===== src/sv/plv_pkg.sv =====
`default_nettype none

package plv_pkg;

    localparam int DATA_W = 32;
    localparam int POS_W  = 6;
    localparam int CNT_W  = 6;

    typedef enum logic [1:0] {
        FN_INSERT   = 2'd0,
        FN_DELETE   = 2'd1,
        FN_TRAVERSE = 2'd2,
        FN_NOP      = 2'd3
    } func_t;

    typedef enum logic [2:0] {
        ST_DONE   = 3'd0,
        ST_FULL   = 3'd1,
        ST_EMPTY  = 3'd2,
        ST_BADPOS = 3'd3,
        ST_DATA   = 3'd4
    } status_t;

    typedef enum logic [2:0] {
        S_IDLE,
        S_SHIFT,
        S_PUT,
        S_TRAV,
        S_RESP
    } state_t;

    typedef struct packed {
        status_t                    status;
        logic signed [DATA_W-1:0]   entry_value;
        logic        [CNT_W-1:0]    entry_count;
        logic                       last;
    } res_t;

    typedef struct packed {
        logic [1:0] level;
        logic       pop;
    } fifo_stat_t;

endpackage

`default_nettype wire


===== src/sv/plv_ofifo.sv =====
`default_nettype none

module plv_ofifo
    import plv_pkg::*;
(
    input  wire logic                       clk,
    input  wire logic                       rst_n,
    input  wire logic                       push,
    input  wire res_t                       push_word,
    output fifo_stat_t                      stat,
    output logic                            out_valid,
    input  wire logic                       out_stall,
    output logic [2:0]                      status,
    output logic signed [DATA_W-1:0]        entry_value,
    output logic [CNT_W-1:0]                entry_count,
    output logic                            last
);

    res_t       slot_reg [2];
    logic       wr_ptr_reg;
    logic       wr_ptr_next;
    logic       rd_ptr_reg;
    logic       rd_ptr_next;
    logic [1:0] level_reg;
    logic [1:0] level_next;
    logic       pop;
    res_t       head;

    assign out_valid = (level_reg != 2'd0);
    assign pop       = out_valid && !out_stall;
    assign head      = slot_reg[rd_ptr_reg];

    assign status      = head.status;
    assign entry_value = head.entry_value;
    assign entry_count = head.entry_count;
    assign last        = head.last;

    assign stat.level = level_reg;
    assign stat.pop   = pop;

    always_comb
    begin
        wr_ptr_next = push ? !wr_ptr_reg : wr_ptr_reg;
        rd_ptr_next = pop ? !rd_ptr_reg : rd_ptr_reg;
        level_next  = level_reg + 2'(push) - 2'(pop);
    end

    always_ff @(posedge clk or negedge rst_n)
    begin
        if (!rst_n)
        begin
            wr_ptr_reg <= 1'b0;
            rd_ptr_reg <= 1'b0;
            level_reg  <= 2'd0;
        end
        else
        begin
            wr_ptr_reg <= wr_ptr_next;
            rd_ptr_reg <= rd_ptr_next;
            level_reg  <= level_next;
        end
    end

    always_ff @(posedge clk)
    begin
        if (push)
        begin
            slot_reg[wr_ptr_reg] <= push_word;
        end
    end

endmodule

`default_nettype wire


===== src/sv/plv_seq.sv =====
`default_nettype none

module plv_seq
    import plv_pkg::*;
#(
    parameter int DEPTH = 32
)
(
    input  wire logic                       clk,
    input  wire logic                       rst_n,
    input  wire logic                       in_valid,
    output logic                            in_stall,
    input  wire logic [1:0]                 func,
    input  wire logic signed [DATA_W-1:0]   value,
    input  wire logic [POS_W-1:0]           position,
    input  wire fifo_stat_t                 fifo_stat,
    output logic                            push,
    output res_t                            push_word
);

    localparam int AW = (DEPTH > 1) ? $clog2(DEPTH) : 1;
    localparam int CW = $clog2(DEPTH + 1);
    localparam int XW = ((CW > POS_W) ? CW : POS_W) + 1;

    logic [DATA_W-1:0] mem [DEPTH];
    logic [DATA_W-1:0] mem_rdata_reg;

    state_t            state_reg;
    state_t            state_next;
    logic [CW-1:0]     count_reg;
    logic [CW-1:0]     count_next;
    logic [CW-1:0]     rd_left_reg;
    logic [CW-1:0]     rd_left_next;
    logic [AW-1:0]     rd_ptr_reg;
    logic [AW-1:0]     rd_ptr_next;
    logic [AW-1:0]     wr_addr_reg;
    logic [AW-1:0]     wr_addr_next;
    logic              wr_pend_reg;
    logic              wr_pend_next;
    logic              trv_pend_reg;
    logic              trv_pend_next;
    logic              trv_last_reg;
    logic              trv_last_next;
    logic              ins_reg;
    logic              ins_next;
    logic [DATA_W-1:0] val_reg;
    logic [DATA_W-1:0] val_next;
    logic [AW-1:0]     vidx_reg;
    logic [AW-1:0]     vidx_next;
    status_t           status_reg;
    status_t           status_next;

    logic              mem_we;
    logic [AW-1:0]     mem_waddr;
    logic [DATA_W-1:0] mem_wdata;
    logic              mem_re;

    logic              accept;
    func_t             fn;
    logic [XW-1:0]     pos_x;
    logic [XW-1:0]     cnt_x;
    logic              ins_full;
    logic              ins_bad;
    logic              del_empty;
    logic              del_bad;
    logic [CW-1:0]     moves_ins;
    logic [CW-1:0]     moves_del;
    logic [2:0]        lvl_after;
    logic              trv_issue;
    logic              resp_room;
    logic              rd_done;

    assign in_stall = (state_reg != S_IDLE);
    assign accept   = in_valid && (state_reg == S_IDLE);
    assign fn       = func_t'(func);

    assign pos_x     = XW'(position);
    assign cnt_x     = XW'(count_reg);
    assign ins_full  = (count_reg == CW'(DEPTH));
    assign ins_bad   = (pos_x == '0) || (pos_x > cnt_x + XW'(1));
    assign del_empty = (count_reg == '0);
    assign del_bad   = (pos_x == '0) || (pos_x > cnt_x);
    assign moves_ins = CW'(cnt_x + XW'(1) - pos_x);
    assign moves_del = CW'(cnt_x - pos_x);

    assign lvl_after = 3'(fifo_stat.level) + 3'(trv_pend_reg) - 3'(fifo_stat.pop);
    assign trv_issue = (rd_left_reg != '0) && (lvl_after <= 3'd1);
    assign resp_room = (fifo_stat.level != 2'd2) || fifo_stat.pop;
    assign rd_done   = (rd_left_reg == '0);

    // next state
    always_comb
    begin
        state_next = state_reg;
        case (state_reg)
            S_IDLE:
            begin
                if (accept)
                begin
                    case (fn)
                        FN_INSERT:   state_next = (ins_full || ins_bad) ? S_RESP : S_SHIFT;
                        FN_DELETE:   state_next = (del_empty || del_bad) ? S_RESP : S_SHIFT;
                        FN_TRAVERSE: state_next = del_empty ? S_RESP : S_TRAV;
                        default:     state_next = S_RESP;
                    endcase
                end
            end
            S_SHIFT:
            begin
                if (rd_done)
                begin
                    state_next = ins_reg ? S_PUT : S_RESP;
                end
            end
            S_PUT:
            begin
                state_next = S_RESP;
            end
            S_TRAV:
            begin
                if (rd_done)
                begin
                    state_next = S_IDLE;
                end
            end
            S_RESP:
            begin
                if (resp_room)
                begin
                    state_next = S_IDLE;
                end
            end
            default:
            begin
                state_next = S_IDLE;
            end
        endcase
    end

    // datapath and memory control
    always_comb
    begin
        count_next    = count_reg;
        rd_left_next  = rd_left_reg;
        rd_ptr_next   = rd_ptr_reg;
        wr_addr_next  = wr_addr_reg;
        wr_pend_next  = 1'b0;
        trv_pend_next = 1'b0;
        trv_last_next = trv_last_reg;
        ins_next      = ins_reg;
        val_next      = val_reg;
        vidx_next     = vidx_reg;
        status_next   = status_reg;
        mem_re        = 1'b0;
        mem_we        = wr_pend_reg;
        mem_waddr     = wr_addr_reg;
        mem_wdata     = mem_rdata_reg;
        push          = 1'b0;
        push_word     = '{status: ST_DATA, entry_value: mem_rdata_reg,
                          entry_count: CNT_W'(count_reg), last: trv_last_reg};

        case (state_reg)
            S_IDLE:
            begin
                if (accept)
                begin
                    ins_next  = (fn == FN_INSERT);
                    val_next  = value;
                    vidx_next = AW'(position - POS_W'(1));
                    case (fn)
                        FN_INSERT:
                        begin
                            status_next  = ins_full ? ST_FULL : (ins_bad ? ST_BADPOS : ST_DONE);
                            rd_left_next = moves_ins;
                            rd_ptr_next  = AW'(count_reg - CW'(1));
                        end
                        FN_DELETE:
                        begin
                            status_next  = del_empty ? ST_EMPTY : (del_bad ? ST_BADPOS : ST_DONE);
                            rd_left_next = moves_del;
                            rd_ptr_next  = AW'(position);
                        end
                        FN_TRAVERSE:
                        begin
                            status_next  = del_empty ? ST_EMPTY : ST_DONE;
                            rd_left_next = count_reg;
                            rd_ptr_next  = '0;
                        end
                        default:
                        begin
                            status_next = ST_DONE;
                        end
                    endcase
                end
            end
            S_SHIFT:
            begin
                if (!rd_done)
                begin
                    mem_re       = 1'b1;
                    wr_pend_next = 1'b1;
                    rd_left_next = rd_left_reg - CW'(1);
                    if (ins_reg)
                    begin
                        rd_ptr_next  = rd_ptr_reg - AW'(1);
                        wr_addr_next = rd_ptr_reg + AW'(1);
                    end
                    else
                    begin
                        rd_ptr_next  = rd_ptr_reg + AW'(1);
                        wr_addr_next = rd_ptr_reg - AW'(1);
                    end
                end
                else if (!ins_reg)
                begin
                    count_next = count_reg - CW'(1);
                end
            end
            S_PUT:
            begin
                mem_we     = 1'b1;
                mem_waddr  = vidx_reg;
                mem_wdata  = val_reg;
                count_next = count_reg + CW'(1);
            end
            S_TRAV:
            begin
                if (trv_issue)
                begin
                    mem_re        = 1'b1;
                    trv_pend_next = 1'b1;
                    trv_last_next = (rd_left_reg == CW'(1));
                    rd_left_next  = rd_left_reg - CW'(1);
                    rd_ptr_next   = rd_ptr_reg + AW'(1);
                end
            end
            S_RESP:
            begin
                if (resp_room)
                begin
                    push      = 1'b1;
                    push_word = '{status: status_reg, entry_value: '0,
                                  entry_count: CNT_W'(count_reg), last: 1'b1};
                end
            end
            default:
            begin
                push = 1'b0;
            end
        endcase

        if (trv_pend_reg)
        begin
            push = 1'b1;
        end
    end

    always_ff @(posedge clk or negedge rst_n)
    begin
        if (!rst_n)
        begin
            state_reg    <= S_IDLE;
            count_reg    <= '0;
            rd_left_reg  <= '0;
            wr_pend_reg  <= 1'b0;
            trv_pend_reg <= 1'b0;
        end
        else
        begin
            state_reg    <= state_next;
            count_reg    <= count_next;
            rd_left_reg  <= rd_left_next;
            wr_pend_reg  <= wr_pend_next;
            trv_pend_reg <= trv_pend_next;
        end
    end

    always_ff @(posedge clk)
    begin
        rd_ptr_reg   <= rd_ptr_next;
        wr_addr_reg  <= wr_addr_next;
        trv_last_reg <= trv_last_next;
        ins_reg      <= ins_next;
        val_reg      <= val_next;
        vidx_reg     <= vidx_next;
        status_reg   <= status_next;
    end

    always_ff @(posedge clk)
    begin
        if (mem_we)
        begin
            mem[mem_waddr] <= mem_wdata;
        end
        if (mem_re)
        begin
            mem_rdata_reg <= mem[rd_ptr_reg];
        end
    end

endmodule

`default_nettype wire


===== src/sv/positional_insert_delete_list_unit.sv =====
// Ordered list of up to DEPTH signed 32-bit words with insert, delete and traverse.
// Input channel (in_valid/in_stall) carries func, value and position; a word is
// taken when in_valid is high and in_stall is low. Output channel
// (out_valid/out_stall) carries status, entry_value, entry_count and last.
// Insert, delete and the unused operation give one result word; traverse gives one data word per stored
// entry, last marking the final one, or a single empty word when the list is empty.
// Entries sit in a single-port-write, single-port-read RAM with a registered read
// port; shifts walk the RAM one entry per cycle, reading one word and writing
// back the word read in the previous cycle.
// Traverse streams one word per cycle while the receiver keeps out_stall low.
// A two-word output queue holds results, so the block takes its next input word
// while a result still waits; when out_stall stays high and the queue fills, the
// sequencer holds in its traverse or response step and in_stall stays high.
// Reset clears the entry count, the sequencer state, the pending flags and the output
// queue; the RAM is not cleared and needs no sweep, so the block is ready in the first cycle after reset.
`default_nettype none

module positional_insert_delete_list_unit
    import plv_pkg::*;
#(
    parameter int DEPTH = 32
)
(
    input  wire logic                       clk,
    input  wire logic                       rst_n,
    input  wire logic                       in_valid,
    output logic                            in_stall,
    input  wire logic [1:0]                 func,
    input  wire logic signed [DATA_W-1:0]   value,
    input  wire logic [POS_W-1:0]           position,
    output logic                            out_valid,
    input  wire logic                       out_stall,
    output logic [2:0]                      status,
    output logic signed [DATA_W-1:0]        entry_value,
    output logic [CNT_W-1:0]                entry_count,
    output logic                            last
);

    fifo_stat_t fifo_stat;
    logic       push;
    res_t       push_word;

    plv_seq #(
        .DEPTH (DEPTH)
    ) u_seq (
        .clk       (clk),
        .rst_n     (rst_n),
        .in_valid  (in_valid),
        .in_stall  (in_stall),
        .func      (func),
        .value     (value),
        .position  (position),
        .fifo_stat (fifo_stat),
        .push      (push),
        .push_word (push_word)
    );

    plv_ofifo u_ofifo (
        .clk         (clk),
        .rst_n       (rst_n),
        .push        (push),
        .push_word   (push_word),
        .stat        (fifo_stat),
        .out_valid   (out_valid),
        .out_stall   (out_stall),
        .status      (status),
        .entry_value (entry_value),
        .entry_count (entry_count),
        .last        (last)
    );

`ifndef SYNTH
    a_status_last: assert property (@(posedge clk) disable iff (!rst_n)
        out_valid && (status != ST_DATA) |-> last)
        else $error("status word without last");

    a_status_zero: assert property (@(posedge clk) disable iff (!rst_n)
        out_valid && (status != ST_DATA) |-> (entry_value == '0))
        else $error("status word with nonzero entry_value");

    a_busy_after_take: assert property (@(posedge clk) disable iff (!rst_n)
        in_valid && !in_stall |=> in_stall)
        else $error("input taken without going busy");

    a_no_overflow: assert property (@(posedge clk) disable iff (!rst_n)
        push |-> ((fifo_stat.level != 2'd2) || fifo_stat.pop))
        else $error("result pushed into full output queue");
`endif

endmodule

`default_nettype wire

===== config.mk =====
export PLATFORM = sky130hd
export DESIGN_NAME = positional_insert_delete_list_unit
export DESIGN_NICKNAME = d
export VERILOG_FILES = /design/src/sv/plv_pkg.sv /design/src/sv/plv_ofifo.sv /design/src/sv/plv_seq.sv /design/src/sv/positional_insert_delete_list_unit.sv
export SDC_FILE = /design/constraint.sdc
export NUM_CORES = 1
export LEC_CHECK = 0
export ABC_AREA = 0
export BUFFER_PORTS_ARGS = -buffer_cell sky130_fd_sc_hd__buf_2
export CAP_MARGIN = 20
export CORE_ASPECT_RATIO = 0.75
export CORE_UTILIZATION = 41
export CTS_BUF_LIST = sky130_fd_sc_hd__clkbuf_16
export DETAILED_ROUTE_END_ITERATION = 10
export PLACE_DENSITY = 0.58
export SYNTH_ARGS = -nofsm -noshare
export SYNTH_HDL_FRONTEND = slang
export SYNTH_SLANG_ARGS = --single-unit

===== constraint.sdc =====
create_clock -name clk -period 7.8 [get_ports clk]
set_input_delay 1.56 -clock clk [delete_from_list [all_inputs] [get_ports clk]]
set_output_delay 1.56 -clock clk [all_outputs]
set_load 0.1 [all_outputs]

==> results.json <==
{
  "syn_inst": 2223,
  "critPathLaunch": "u_ofifo.rd_ptr_reg$_DFFE_PN0P_",
  "track_usage": 0.1957,
  "ir_drop_v": 0.0002837,
  "multi_input_area_um2": 11140,
  "post_cts_buffers": 0,
  "hp-class": "reg2reg",
  "ant_nets": 0,
  "syn-num-nets": 2301,
  "nNetsFinal": 2451,
  "place_congestion": 0.8128,
  "worst_pin_slew_ps": 1190,
  "cts.sinks": 1212,
  "worstSkewPairLatency_ps": 720,
  "max_cap_viol_count": 0,
  "status": "complete, no violations",
  "yosysWarningCount": 0,
  "max_stage_delay_ps": 570,
  "power_density_nw_per_um2": 397.2,
  "port-buffer-count": 87,
  "synth_cell_types": 57,
  "cts_tree": "yes",
  "syn_area_per_cell_um2": 21.48,
  "fp.dieArea_um2": 117900,
  "slew_headroom": 0.2064,
  "fin_skew_ps": 28.41,
  "syn_area_um2": 47760,
  "grt_max_degree": 166,
  "clk_pin_slew_ps": 60,
  "pin_count": 88,
  "via_per_inst": 5.717,
  "r2r_end": "u_seq.mem[4][4]$_DFFE_PP_",
  "async_flop_share": 0.01733,
  "syn2layout_area_growth_pct": 13.46,
  "path_class": "reg2out",
  "worstPathArrival_ps": 2410,
  "antenna_found_initial": 1,
  "wl_per_cell_um": 28.68,
  "clkPwrFrac": 0.256,
  "r2r-start": "u_seq.state_reg[0]$_DFFE_PN0P_",
  "leakage_nw": 17.26,
  "stdcell_area_um2": 54190,
  "cp-endpoint": "entry_value[24]",
  "end_kind": "output port",
  "synth_edf_count": 1191,
  "numCtsBuffers": 112,
  "max_clock_freq_mhz": 252.0,
  "finalCritPeriodShare": 0.5088,
  "hold_violations": 0,
  "register_area_um2": 36290,
  "critPathSlowestCell": "buf_4",
  "rsz0062_at_grt": "false",
  "cts_root_buf": "clkbuf_16",
  "setup_viol": 0,
  "power.switching_mw": 6.999,
  "grt_pass1_wl_mm": 164.7,
  "dp_hpwl_mm": 59.98,
  "ys.flop_type": "edfxtp_1",
  "drc": 0,
  "ys_seq_area_frac": 0.7599,
  "fin_tns_setup_ps": 0,
  "power.internal_mw": 14.52,
  "die_h_um": 297.6,
  "placedInstanceArea_um2": 50370,
  "clockBufferDepth": 3,
  "drt_first_pass_iters": 5,
  "num_rows": 108,
  "ys_seq_elements": 1212,
  "drtIter0Drc": 2405,
  "critPathLaunchType": "flop",
  "vias": 22930,
  "post_cts_resize_count": 0,
  "swShare": 0.3252,
  "min_period_ps": 3968,
  "fp.dieW_um": 396.1,
  "largest_reg_flops": 1024,
  "r2r_setup_slack_ps": 3960,
  "grt_pass1_vias": 22920,
  "drive_gt1_frac": 0.3043,
  "start_util": 0.4134,
  "fin_hold_ws_ps": 473.6,
  "r2r_cells": 6,
  "final.fill_count": 9478,
  "totalWireLength_mm": 115.0,
  "power_frac_comb": 0.317,
  "h-tree-depth": 3,
  "crit_chain": "buf_4 -> mux2_2 -> buf_2",
  "grt_overflow": 0,
  "crit_fanout": 42,
  "holdBufCountCts": 0,
  "core-area_um2": 115500,
  "finalPower_mw": 21.52,
  "worstPathRequired_ps": 6240,
  "slew_viol_final": 0,
  "seqPwrFrac": 0.427
}
## kinds of logic (layout without fill, tap and decap cells)
kind of cell | after synthesis | after routing | synth area share
AO/OA/AOI/OAI | 92 | 92 | 0.01271
multiplexers | 400 | 400 | 0.1696
flip-flops | 1212 | 1212 | 0.7599
other | 0 | 2 | 0
XOR/XNOR | 30 | 30 | 0.005502
buffers and inverters | 144 | 389 | 0.01313
adder cells (fa/ha/maj) | 34 | 34 | 0.009379
AND/OR/NAND/NOR | 311 | 311 | 0.02979
## layout by cell type, fill, tap and decap left out, drive strengths merged, types with 14 or more instances in the layout
cell	netlist	routed
a21oi	23	23
and2	33	33
buf	37	149
bufinv	0	14
clkbuf	76	114
clkinv	0	55
dfrtp	21	21
edfxtp	1191	1191
ha	31	31
inv	31	53
mux2	74	74
mux4	320	320
nand2	140	140
nor2	67	67
o21ai	20	20
xnor2	22	22
## through the flow
stage                       util  worst slack, ps  cells
after floorplan                -             2971   2223
after global placement    0.4360             3013   3792
after detailed placement  0.4360             2951   3792
after CTS                 0.4680             3703   4001
after global routing      0.4690             3667   4008
final                     0.4690             3832   4010
## worst min-delay path by stage
stage / from / to / slack (ps) / cells past startpoint
global placement: u_ofifo.rd_ptr_reg$_DFFE_PN0P_ / u_ofifo.rd_ptr_reg$_DFFE_PN0P_ / 450 / 1
detailed placement: u_ofifo.rd_ptr_reg$_DFFE_PN0P_ / u_ofifo.rd_ptr_reg$_DFFE_PN0P_ / 470 / 1
finish: u_ofifo.rd_ptr_reg$_DFFE_PN0P_ / u_ofifo.rd_ptr_reg$_DFFE_PN0P_ / 470 / 1
global route: u_ofifo.rd_ptr_reg$_DFFE_PN0P_ / u_ofifo.rd_ptr_reg$_DFFE_PN0P_ / 480 / 1
floorplan: u_ofifo.wr_ptr_reg$_DFFE_PN0N_ / u_ofifo.wr_ptr_reg$_DFFE_PN0N_ / 460 / 1
CTS: u_ofifo.rd_ptr_reg$_DFFE_PN0P_ / u_ofifo.rd_ptr_reg$_DFFE_PN0P_ / 470 / 1
## power by group through the flow
stage / clock, mW / sequential [mW] / combinational, mW
final: 5.52 / 9.18 / 6.82
after floorplan: 0 / 9.09 / 5.02
after global routing: 5.85 / 9.24 / 7.31
after global placement: 0 / 9.30 / 6.67
after detailed placement: 0 / 9.33 / 6.83
after CTS: 5.63 / 9.20 / 6.85
## synth_stat cells (all sizes together), types with 11 or more instances
cell    count  share of area
mux2       74          0.017
dfrtp      21          0.011
a21oi      23         0.0025
ha         31         0.0081
o21ai      20         0.0021
nand3      13         0.0014
clkbuf     76         0.0060
xnor2      22         0.0040
mux4      320           0.15
edfxtp   1191           0.75
nand2     140          0.011
buf        37         0.0047
nor3       13         0.0014
nor2       67         0.0053
nand2b     11         0.0014
and2       33         0.0043
inv        31         0.0024
## area by class of cell
cell class | instances | share of cell area
Tap cell | 1540 | 0.03556
Multi-Input combinational cell | 867 | 0.2055
Antenna cell | 2 | 0.00009236
Inverter | 31 | 0.002147
Timing Repair Buffer | 149 | 0.01870
Clock buffer | 114 | 0.05265
Sequential cell | 1212 | 0.6697
Clock inverter | 95 | 0.01559
## worst max-delay path: cells and delay by family (launching register included)
family                 cells  cell delay (ps)
buffers and inverters      2             1000
multiplexers               1              290
flip-flops                 1              370
## per-layer routing
| layer | global-route usage | vias to the layer above | part of all wire |
|---|---|---|---|
| met2 | 0.2955 | 806 | 0.46 |
| met5 | 0 | - | 0 |
| met1 | 0.2931 | 12490 | 0.45 |
| met4 | 0.04606 | 0 | 0.022 |
| met3 | 0.03966 | 160 | 0.067 |
| li1 | - | 9467 | - |
Note: power is estimated with default switching activity, not from simulation.
